`src/sv/rcm_pkg.sv`:
```
`timescale 1ns / 1ps
// Shared types and constants for the resampling channel mixer.
// No dependencies; the design and checker files refer to it by scoped names, the bench imports it.
package rcm_pkg;

  localparam int PHASE_FRACTION_BITS = 14;
  localparam int MAX_RUN             = 64;

  localparam int PHASE_W  = 19;
  localparam int SAMPLE_W = 16;
  localparam int RAW_W    = 32;
  localparam int MIX_W    = 32;
  localparam int GAIN_W   = 16;
  localparam int OPER_W   = 17;
  localparam int PROD_W   = 2 * OPER_W;
  localparam int RUN_W    = $clog2(MAX_RUN + 1);
  localparam int FMT_W    = 3;
  localparam int CFG_IDX_W  = 3;
  localparam int CFG_DATA_W = 19;

  localparam logic [PHASE_W-1:0] PHASE_ONE = PHASE_W'(1) << PHASE_FRACTION_BITS;
  localparam logic [PHASE_W-1:0] PHASE_MAX = {PHASE_W{1'b1}};
  localparam logic [GAIN_W-1:0]  UNITY_GAIN = GAIN_W'(8192);

  // sample formats
  localparam logic [FMT_W-1:0] FMT_U8  = 3'd0;
  localparam logic [FMT_W-1:0] FMT_S8  = 3'd1;
  localparam logic [FMT_W-1:0] FMT_S16 = 3'd2;
  localparam logic [FMT_W-1:0] FMT_U16 = 3'd3;
  localparam logic [FMT_W-1:0] FMT_S32 = 3'd4;

  // register indexes
  localparam logic [CFG_IDX_W-1:0] CFG_SAMPLE_FORMAT = 3'd0;
  localparam logic [CFG_IDX_W-1:0] CFG_BYTE_SWAP     = 3'd1;
  localparam logic [CFG_IDX_W-1:0] CFG_STEREO        = 3'd2;
  localparam logic [CFG_IDX_W-1:0] CFG_INTERPOLATE   = 3'd3;
  localparam logic [CFG_IDX_W-1:0] CFG_PHASE_STEP    = 3'd4;
  localparam logic [CFG_IDX_W-1:0] CFG_GAIN_LEFT     = 3'd5;
  localparam logic [CFG_IDX_W-1:0] CFG_GAIN_RIGHT    = 3'd6;

  typedef struct packed {
    logic [RAW_W-1:0] raw_left;
    logic [RAW_W-1:0] raw_right;
  } in_item_t;

  typedef struct packed {
    logic signed [MIX_W-1:0] mix_left;
    logic signed [MIX_W-1:0] mix_right;
    logic                    last_of_run;
  } out_item_t;

  typedef struct packed {
    logic [FMT_W-1:0] sample_format;
    logic             byte_swap;
  } conv_cfg_t;

endpackage

```
`src/sv/rcm_in_if.sv`:
```
`timescale 1ns / 1ps
// Input frame channel: valid/ready handshake with one source frame.
// Depends on rcm_pkg.
interface rcm_in_if;
  logic             valid;
  logic             ready;
  rcm_pkg::in_item_t data;

  modport source (output valid, output data, input ready);
  modport sink   (input valid, input data, output ready);
endinterface

```
`src/sv/rcm_out_if.sv`:
```
`timescale 1ns / 1ps
// Result channel: valid/ready handshake with one mixed output frame.
// Depends on rcm_pkg.
interface rcm_out_if;
  logic              valid;
  logic              ready;
  rcm_pkg::out_item_t data;

  modport source (output valid, output data, input ready);
  modport sink   (input valid, input data, output ready);
endinterface

```
`src/sv/rcm_convert.sv`:
```
`timescale 1ns / 1ps
// Raw sample to signed 16-bit conversion, with byte swap and saturation.
// Depends on rcm_pkg.
module rcm_convert (
  input  rcm_pkg::conv_cfg_t                   cfg_i,
  input  logic [rcm_pkg::RAW_W-1:0]            raw_i,
  output logic signed [rcm_pkg::SAMPLE_W-1:0]  sample_o
);

  logic [15:0] half_w;
  logic [31:0] word_w;

  assign half_w = cfg_i.byte_swap ? {raw_i[7:0], raw_i[15:8]} : raw_i[15:0];
  assign word_w = cfg_i.byte_swap ?
                  {raw_i[7:0], raw_i[15:8], raw_i[23:16], raw_i[31:24]} : raw_i;

  always_comb begin
    case (cfg_i.sample_format)
      rcm_pkg::FMT_U8:  sample_o = {~raw_i[7], raw_i[6:0], 8'h00};
      rcm_pkg::FMT_S8:  sample_o = {raw_i[7:0], 8'h00};
      rcm_pkg::FMT_U16: sample_o = {~half_w[15], half_w[14:0]};
      rcm_pkg::FMT_S32: begin
        // saturate unless bits 31..15 all agree
        if (!word_w[31] && (|word_w[30:15])) begin
          sample_o = 16'sh7FFF;
        end else if (word_w[31] && !(&word_w[30:15])) begin
          sample_o = 16'sh8000;
        end else begin
          sample_o = word_w[15:0];
        end
      end
      default:          sample_o = half_w;  // signed 16, also unused codes
    endcase
  end

endmodule

```
`src/sv/rcm_mult.sv`:
```
`timescale 1ns / 1ps
// Shared signed 17x17 multiplier with a registered product.
// Depends on rcm_pkg.
module rcm_mult (
  input  logic                                  clk_i,
  input  logic signed [rcm_pkg::OPER_W-1:0]     a_i,
  input  logic signed [rcm_pkg::OPER_W-1:0]     b_i,
  output logic signed [rcm_pkg::PROD_W-1:0]     prod_o
);

  logic signed [rcm_pkg::PROD_W-1:0] prod_q;

  always_ff @(posedge clk_i) begin
    prod_q <= a_i * b_i;
  end

  assign prod_o = prod_q;

endmodule

```
`src/sv/resampling_channel_mixer.sv`:
```
`timescale 1ns / 1ps
// Sequence per result: CHECK, then IL and IR with interpolation, then GL, GR and EMIT,
// which loads the output register and waits while a held result is not yet taken.
// A new frame is accepted only in IDLE, once the whole run of results for the last one is out;
// the single shared multiplier gives two (hold) or four (interpolate) products per result.
// Reset (rst_ni low, async): registers return to their documented reset values,
// phase = one source step, stored frames zero, output register empty.
module resampling_channel_mixer (
  input  logic                               clk_i,
  input  logic                               rst_ni,
  input  logic                               cfg_we_i,
  input  logic [rcm_pkg::CFG_IDX_W-1:0]      cfg_idx_i,
  input  logic [rcm_pkg::CFG_DATA_W-1:0]     cfg_data_i,
  rcm_in_if.sink                             in_i,
  rcm_out_if.source                          out_o
);

  localparam int PFB = rcm_pkg::PHASE_FRACTION_BITS;
  localparam int SW  = rcm_pkg::SAMPLE_W;
  localparam int OW  = rcm_pkg::OPER_W;
  localparam int PW  = rcm_pkg::PHASE_W;

  // sequencer states
  localparam logic [2:0] S_IDLE  = 3'd0;
  localparam logic [2:0] S_CHECK = 3'd1;  // decide whether another result follows
  localparam logic [2:0] S_IL    = 3'd2;  // left slope times phase
  localparam logic [2:0] S_IR    = 3'd3;  // right slope times phase
  localparam logic [2:0] S_GL    = 3'd4;  // left sample times gain
  localparam logic [2:0] S_GR    = 3'd5;  // right sample times gain
  localparam logic [2:0] S_EMIT  = 3'd6;  // load output register, advance phase

  // configuration registers
  logic [rcm_pkg::FMT_W-1:0]   fmt_q;
  logic                        swap_q;
  logic                        stereo_q;
  logic                        interp_q;
  logic [PW-1:0]               step_q;
  logic [rcm_pkg::GAIN_W-1:0]  gain_l_q;
  logic [rcm_pkg::GAIN_W-1:0]  gain_r_q;

  // datapath state
  logic [2:0]                  state_q, state_d;
  logic [PW-1:0]               phase_q, phase_d;
  logic [rcm_pkg::RUN_W-1:0]   run_q, run_d;
  logic signed [SW-1:0]        prev_l_q, prev_r_q, next_l_q, next_r_q;
  logic signed [SW-1:0]        samp_l_q, samp_l_d, samp_r_q, samp_r_d;
  logic signed [rcm_pkg::MIX_W-1:0] mix_l_q, mix_l_d;
  logic                        out_valid_q, out_valid_d;
  rcm_pkg::out_item_t          out_data_q, out_data_d;

  rcm_pkg::conv_cfg_t          conv_cfg;
  logic signed [SW-1:0]        conv_l, conv_r;
  logic signed [OW-1:0]        mul_a, mul_b;
  logic signed [rcm_pkg::PROD_W-1:0] prod;
  logic signed [rcm_pkg::PROD_W-1:0] prod_shr;
  logic signed [SW+1:0]        interp_sum;
  logic signed [SW-1:0]        interp_sat;
  logic [PW:0]                 phase_add;
  logic [PW-1:0]               phase_adv;
  logic                        run_last;
  logic                        load_out;
  logic                        in_xfer;

  assign conv_cfg.sample_format = fmt_q;
  assign conv_cfg.byte_swap     = swap_q;

  rcm_convert u_conv_l (.cfg_i(conv_cfg), .raw_i(in_i.data.raw_left),  .sample_o(conv_l));
  rcm_convert u_conv_r (.cfg_i(conv_cfg), .raw_i(in_i.data.raw_right), .sample_o(conv_r));

  rcm_mult u_mult (.clk_i(clk_i), .a_i(mul_a), .b_i(mul_b), .prod_o(prod));

  // prev + floor(slope * phase / ONE), range-limited to 16 bits
  assign prod_shr   = prod >>> PFB;
  assign interp_sum = {{2{(state_q == S_IR) ? prev_l_q[SW-1] : prev_r_q[SW-1]}},
                       (state_q == S_IR) ? prev_l_q : prev_r_q} + prod_shr[SW+1:0];
  always_comb begin
    if (interp_sum > 18'sd32767) begin
      interp_sat = 16'sh7FFF;
    end else if (interp_sum < -18'sd32768) begin
      interp_sat = 16'sh8000;
    end else begin
      interp_sat = interp_sum[SW-1:0];
    end
  end

  // saturating phase advance and end-of-run detection
  assign phase_add = {1'b0, phase_q} + {1'b0, step_q};
  assign phase_adv = phase_add[PW] ? rcm_pkg::PHASE_MAX : phase_add[PW-1:0];
  assign run_last  = (phase_adv >= rcm_pkg::PHASE_ONE) ||
                     (run_q == rcm_pkg::RUN_W'(rcm_pkg::MAX_RUN - 1));

  assign in_i.ready  = (state_q == S_IDLE);
  assign in_xfer     = in_i.valid && in_i.ready;
  assign load_out    = (state_q == S_EMIT) && (!out_valid_q || out_o.ready);
  assign out_o.valid = out_valid_q;
  assign out_o.data  = out_data_q;

  // shared multiplier operand select
  always_comb begin
    case (state_q)
      S_IL: begin
        mul_a = OW'(next_l_q) - OW'(prev_l_q);
        mul_b = OW'(phase_q[PFB-1:0]);
      end
      S_IR: begin
        mul_a = OW'(next_r_q) - OW'(prev_r_q);
        mul_b = OW'(phase_q[PFB-1:0]);
      end
      S_GL: begin
        mul_a = OW'(samp_l_q);
        mul_b = {1'b0, gain_l_q};
      end
      default: begin
        mul_a = OW'(samp_r_q);
        mul_b = {1'b0, gain_r_q};
      end
    endcase
  end

  // sequencer
  always_comb begin
    state_d     = state_q;
    phase_d     = phase_q;
    run_d       = run_q;
    samp_l_d    = samp_l_q;
    samp_r_d    = samp_r_q;
    mix_l_d     = mix_l_q;
    out_valid_d = out_valid_q && !out_o.ready;
    out_data_d  = out_data_q;
    case (state_q)
      S_IDLE: begin
        if (in_xfer) begin
          phase_d = (phase_q >= rcm_pkg::PHASE_ONE) ? phase_q - rcm_pkg::PHASE_ONE : '0;
          run_d   = '0;
          state_d = S_CHECK;
        end
      end
      S_CHECK: begin
        if ((phase_q < rcm_pkg::PHASE_ONE) &&
            (run_q != rcm_pkg::RUN_W'(rcm_pkg::MAX_RUN))) begin
          if (interp_q) begin
            state_d = S_IL;
          end else begin
            samp_l_d = prev_l_q;
            samp_r_d = prev_r_q;
            state_d  = S_GL;
          end
        end else begin
          state_d = S_IDLE;
        end
      end
      S_IL: state_d = S_IR;
      S_IR: begin
        samp_l_d = interp_sat;
        state_d  = S_GL;
      end
      S_GL: begin
        if (interp_q) begin
          samp_r_d = interp_sat;
        end
        state_d = S_GR;
      end
      S_GR: begin
        mix_l_d = prod[rcm_pkg::MIX_W-1:0];
        state_d = S_EMIT;
      end
      S_EMIT: begin
        if (load_out) begin
          out_valid_d            = 1'b1;
          out_data_d.mix_left    = mix_l_q;
          out_data_d.mix_right   = prod[rcm_pkg::MIX_W-1:0];
          out_data_d.last_of_run = run_last;
          phase_d                = phase_adv;
          run_d                  = run_q + 1'b1;
          state_d                = S_CHECK;
        end
      end
      default: state_d = S_IDLE;
    endcase
  end

  always_ff @(posedge clk_i or negedge rst_ni) begin
    if (!rst_ni) begin
      fmt_q       <= rcm_pkg::FMT_S16;
      swap_q      <= 1'b0;
      stereo_q    <= 1'b0;
      interp_q    <= 1'b0;
      step_q      <= rcm_pkg::PHASE_ONE;
      gain_l_q    <= rcm_pkg::UNITY_GAIN;
      gain_r_q    <= rcm_pkg::UNITY_GAIN;
      state_q     <= S_IDLE;
      phase_q     <= rcm_pkg::PHASE_ONE;
      run_q       <= '0;
      prev_l_q    <= '0;
      prev_r_q    <= '0;
      next_l_q    <= '0;
      next_r_q    <= '0;
      out_valid_q <= 1'b0;
    end else begin
      if (cfg_we_i) begin
        case (cfg_idx_i)
          rcm_pkg::CFG_SAMPLE_FORMAT: fmt_q    <= cfg_data_i[rcm_pkg::FMT_W-1:0];
          rcm_pkg::CFG_BYTE_SWAP:     swap_q   <= cfg_data_i[0];
          rcm_pkg::CFG_STEREO:        stereo_q <= cfg_data_i[0];
          rcm_pkg::CFG_INTERPOLATE:   interp_q <= cfg_data_i[0];
          rcm_pkg::CFG_PHASE_STEP:    step_q   <= cfg_data_i[PW-1:0];
          rcm_pkg::CFG_GAIN_LEFT:     gain_l_q <= cfg_data_i[rcm_pkg::GAIN_W-1:0];
          rcm_pkg::CFG_GAIN_RIGHT:    gain_r_q <= cfg_data_i[rcm_pkg::GAIN_W-1:0];
          default: ;
        endcase
      end
      if (in_xfer) begin
        // frames shift along; mono copies left into right
        prev_l_q <= next_l_q;
        prev_r_q <= next_r_q;
        next_l_q <= conv_l;
        next_r_q <= stereo_q ? conv_r : conv_l;
      end
      state_q     <= state_d;
      phase_q     <= phase_d;
      run_q       <= run_d;
      out_valid_q <= out_valid_d;
    end
  end

  // working and output payload, no reset needed
  always_ff @(posedge clk_i) begin
    samp_l_q   <= samp_l_d;
    samp_r_q   <= samp_r_d;
    mix_l_q    <= mix_l_d;
    out_data_q <= out_data_d;
  end

endmodule

```
`src/flat_wrapper.sv`:
```
// flat-port wrapper written by rule: the top's interface ports become plain ports
module resampling_channel_mixer_flat 
  (clk_i, rst_ni, cfg_we_i, cfg_idx_i, cfg_data_i, in_i_valid, in_i_data, in_i_ready, out_o_valid, out_o_data, out_o_ready);
  rcm_in_if in_i_i ();
  rcm_out_if out_o_i ();
  input  logic clk_i;
  input  logic rst_ni;
  input  logic cfg_we_i;
  input  logic [rcm_pkg::CFG_IDX_W-1:0] cfg_idx_i;
  input  logic [rcm_pkg::CFG_DATA_W-1:0] cfg_data_i;
  input wire logic [$bits(in_i_i.valid)-1:0] in_i_valid;
  input wire logic [$bits(in_i_i.data)-1:0] in_i_data;
  output wire logic [$bits(in_i_i.ready)-1:0] in_i_ready;
  output wire logic [$bits(out_o_i.valid)-1:0] out_o_valid;
  output wire logic [$bits(out_o_i.data)-1:0] out_o_data;
  input wire logic [$bits(out_o_i.ready)-1:0] out_o_ready;
  assign in_i_i.valid = in_i_valid;
  assign in_i_i.data = in_i_data;
  assign in_i_ready = in_i_i.ready;
  assign out_o_valid = out_o_i.valid;
  assign out_o_data = out_o_i.data;
  assign out_o_i.ready = out_o_ready;
  resampling_channel_mixer u_core (.clk_i(clk_i), .rst_ni(rst_ni), .cfg_we_i(cfg_we_i), .cfg_idx_i(cfg_idx_i), .cfg_data_i(cfg_data_i), .in_i(in_i_i), .out_o(out_o_i));
endmodule
```
`config.mk`:
```
export PLATFORM = sky130hd
export DESIGN_NAME = resampling_channel_mixer_flat
export DESIGN_NICKNAME = d
export VERILOG_FILES = /design/src/sv/rcm_pkg.sv /design/src/sv/rcm_in_if.sv /design/src/sv/rcm_out_if.sv /design/src/sv/rcm_convert.sv /design/src/sv/rcm_mult.sv /design/src/sv/resampling_channel_mixer.sv /design/src/flat_wrapper.sv
export SDC_FILE = /design/constraint.sdc
export NUM_CORES = 1
export LEC_CHECK = 0
export CAP_MARGIN = 20
export CORE_UTILIZATION = 40
export DETAILED_ROUTE_END_ITERATION = 7
export DONT_BUFFER_PORTS = 1
export PLACE_DENSITY = 0.64
export SLEW_MARGIN = 20
export SYNTH_ARGS = -nofsm -noshare
export SYNTH_HDL_FRONTEND = slang
export SYNTH_SLANG_ARGS = --single-unit
```
`constraint.sdc`:
```
create_clock -name clk_i -period 15.45 [get_ports clk_i]
set_input_delay 0.7725 -clock clk_i [delete_from_list [all_inputs] [get_ports clk_i]]
set_output_delay 0.7725 -clock clk_i [all_outputs]
set_load 0.01 [all_outputs]
```
==> impl_metrics.ini <==
[global_route]
grt_pass1_vias = 21000
grt_usage_pct = 22.6
grt-ovfl-total = 0
grt_pass1_wl_mm = 124
grt_max_degree = 147
grt_antenna_before_repair = 0

[timing]
tightestPinTransition_ns = 1.08
slew_viol_final = 0
setup_viol = 0
fmax_ghz = 0.113
finalCritPeriodShare_pct = 57.2
hold_viol_final = 0
fin_crit_ns = 8.84
tns_ns = 0
rsz0062_at_grt = false
finClkSkew_ns = 0.0433
max_slew_margin_pct = 28.0

[detailed_routing]
num_vias = 21784
wirelength_mm = 79.8
wl_per_cell_um = 20.7
drtAntennaViolNets = 0
drt_iter0_drc = 1732
drt_first_pass_iters = 7
drcViolationCount = 0
viasPerCell = 5.65

[clock_network]
numCtsBuffers = 36
ctsResizeCount = 0
clk_latency_ns = 0.57
cts_sinks = 312
postCtsHoldBufs = 1
cts_tree = built
root_buffer = clkbuf_16
cts_htree_levels = 2
postCtsSetupBuffers = 0
clockBufferDepth = 3
clk_pin_slew_ns = 0.06

[logic_synthesis]
yosys_register_bits = 312
synth_area_sq_um = 27800
synth_edf_count = 129
synth_top_family_by_area = adder cells
avgSynthCellArea_sq_um = 9.44
synthAdderAreaFrac_pct = 26.3
synthXorXnorAreaFrac_pct = 2.82
synth_area_leaders = fa_1 (19%), edfxtp_1 (14%), dfrtp_1 (13%)
syn-num-nets = 3456
synthMuxAreaShare_pct = 3.77
ys_warn_count = 0
synth-simple-area-share_pct = 13.6
synth_ff_type = dfrtp_1
synth_area_leader_cell = fa_1
synthArstFlopShare_pct = 48.4
ys_seq_area_share_pct = 29.9
synth_cells = 2942
netlist.area_leader.share_pct = 19.2
synth_compound_area_share_pct = 16.3
synth_cell_types = 96

[critical_path]
worstSetupPathType = flip-flop to flip-flop
endpoint_kind = flip-flop
cp-start-kind = flip-flop
cp.arrival_ns = 9.27
required_ns = 15.88
critPathMaxFanout = 35

[final_layout]
n_antenna_cell = 0
regArea_sq_um = 8300
area_growth_pct = 7.99
drive_above_1_share_pct = 7.90
multiInputGateArea_sq_um = 17500
nFillCells = 6794
nets = 3412

[die]
die_y_um = 266
die_x_um = 266
rows = 96
boundaryPins = 158
core_sq_um = 68700
initial_core_util_pct = 40.4
fp.dieArea_sq_um = 70500

[placement]
place.port_buffers = 0
routabilityCongestion = 0.964
dpl.hpwl_mm = 61.9

[hold_path]
hold_path_class = input pin to asynchronous set/reset pin

[flow_run]
drv_cap = 0

[outcome]
outcome = finished clean
## flip-flops by register name (all words and copies together) (netlist names), 16 cells and up
signal	flops
u_core.prev_r_q	16
u_core.gain_r_q	16
u_core.gain_l_q	16
u_core.next_r_q	16
u_core.next_l_q	16
u_core.step_q	19
u_core.prev_l_q	16
u_core.u_mult.prod_o	32
u_core.out_o.data	65
u_core.mix_l_q	32
u_core.samp_r_q	16
u_core.samp_l_q	16
u_core.phase_q	19
## cell families after synthesis
logic type / after synthesis
fa+ha+maj: 423
buf+inv: 535
simple gates: 805
xor+xnor: 87
mux: 95
compound gates: 685
flops: 312
## stage by stage
step | setup slack [ns] | instance area, sq um | hold slack (ns) | std cells | util, %
floorplan | 7.76 | 27800 | 0.400 | 2942 | -
detailed placement | 6.74 | 28800 | 0.405 | 3788 | 41.9
global route | 6.15 | 30000 | 0.0205 | 3855 | 43.7
finish | 6.61 | 30000 | 0.0487 | 3855 | 43.7
CTS | 6.71 | 30000 | 0.0157 | 3853 | 43.6
global placement | 6.96 | 28800 | 0.400 | 3787 | 41.9
## cells in the mapped netlist (10+ instances only)
cell type and n:
inv_1 401, fa_1 267, nand2_1 248, nor2_1 229, o21ai_0 185, ha_1 156
dfrtp_1 146, edfxtp_1 129, a21oi_1 106, clkbuf_1 101, mux2_2 77, nor3_1 73
nand3_1 55, xnor2_1 55, o22ai_1 44, o21ai_1 42, nand2b_1 41, a21o_1 37
a211oi_1 35, dfxtp_1 32, xor2_1 30, o21a_1 28, a31oi_1 26, nor2b_1 26
buf_2 23, and2_1 22, a221oi_1 21, a221o_1 20, o221ai_1 20, mux2i_1 18
nand4_1 16, or3_1 14, a22oi_1 13, nor4_1 13, and3_1 12, or2_2 10
## routing by layer
metal | vias up | global-route usage (%) | share of wire (%)
met4 | 0 | 7.70 | 3.3
met5 | - | 0 | 0
met2 | 990 | 34.1 | 43
met1 | 10577 | 32.0 | 44
met3 | 166 | 4.91 | 9.1
li1 | 10051 | - | -
## worst max-delay path, stage by stage (launching register included)
cell      delay [ns]
dfrtp_1         0.61
nor2_1          0.33
and2_2          0.62
buf_4           0.45
nor2_2          0.05
buf_4           0.24
a221oi_2        0.93
a211oi_1        0.14
fa_1            0.54
inv_1           0.06
fa_1            0.56
inv_1           0.06
fa_1            0.48
fa_1            0.46
fa_1            0.52
inv_1           0.05
fa_1            0.47
inv_1           0.04
ha_1            0.37
a21o_1          0.21
a211o_1         0.30
nor3_1          0.16
o211ai_1        0.14
a41o_1          0.26
a21oi_1         0.29
a21oi_1         0.16
xor2_1          0.16
## worst paths after layout
path                                               start                                to  slack, ns  cells after the start
setup reg to reg           u_core.state_q[1]$_DFFE_PN0P_  u_core.u_mult.prod_o[28]$_DFF_P_       6.61                     26
max in group asynchronous                         rst_ni   u_core.prev_r_q[15]$_DFFE_PN0P_      14.66                      1
hold / removal                                    rst_ni   u_core.gain_r_q[13]$_DFFE_PN1P_       0.05                      0
min in group clk_i                         cfg_data_i[1]      u_core.step_q[1]$_DFFE_PN0P_       0.32                      2
setup / recovery           u_core.state_q[1]$_DFFE_PN0P_  u_core.u_mult.prod_o[28]$_DFF_P_       6.61                     26
hold reg to reg              u_core.mix_l_q[8]$_DFFE_PP_   u_core.out_o.data[41]$_DFFE_PP_       0.41                      0
## layout by cell type, fill, tap and decap left out, types with 16 or more instances in the layout
master / count
fa_1: 267
o21ai_1: 42
a211oi_1: 35
clkbuf_16: 37
o22ai_1: 44
nor2b_1: 26
a21oi_1: 106
ha_1: 156
nand4_1: 16
nor3_1: 73
o21ai_0: 185
a221o_1: 20
nor2_1: 227
xor2_1: 30
inv_1: 400
buf_4: 46
edfxtp_1: 129
xnor2_1: 55
a31oi_1: 25
a221oi_1: 21
nand2b_1: 41
o221ai_1: 20
nand2_1: 248
nand3_1: 55
dfrtp_1: 145
dfxtp_1: 32
and2_1: 20
mux2i_1: 18
o21a_1: 28
mux2_2: 77
a21o_1: 37
## layout make-up
type                            instances  share of cell area [%]
Multi-Input combinational cell       2095                    58.2
Sequential cell                       312                    27.7
Inverter                              403                    5.05
Tap cell                              931                    3.88
Clock buffer                           46                    3.27
Timing Repair Buffer                   50                    1.32
Clock inverter                         18                   0.592
Power is not shown: default switching activity piles up to over one toggle a cycle in this logic, so the estimate is an artifact.
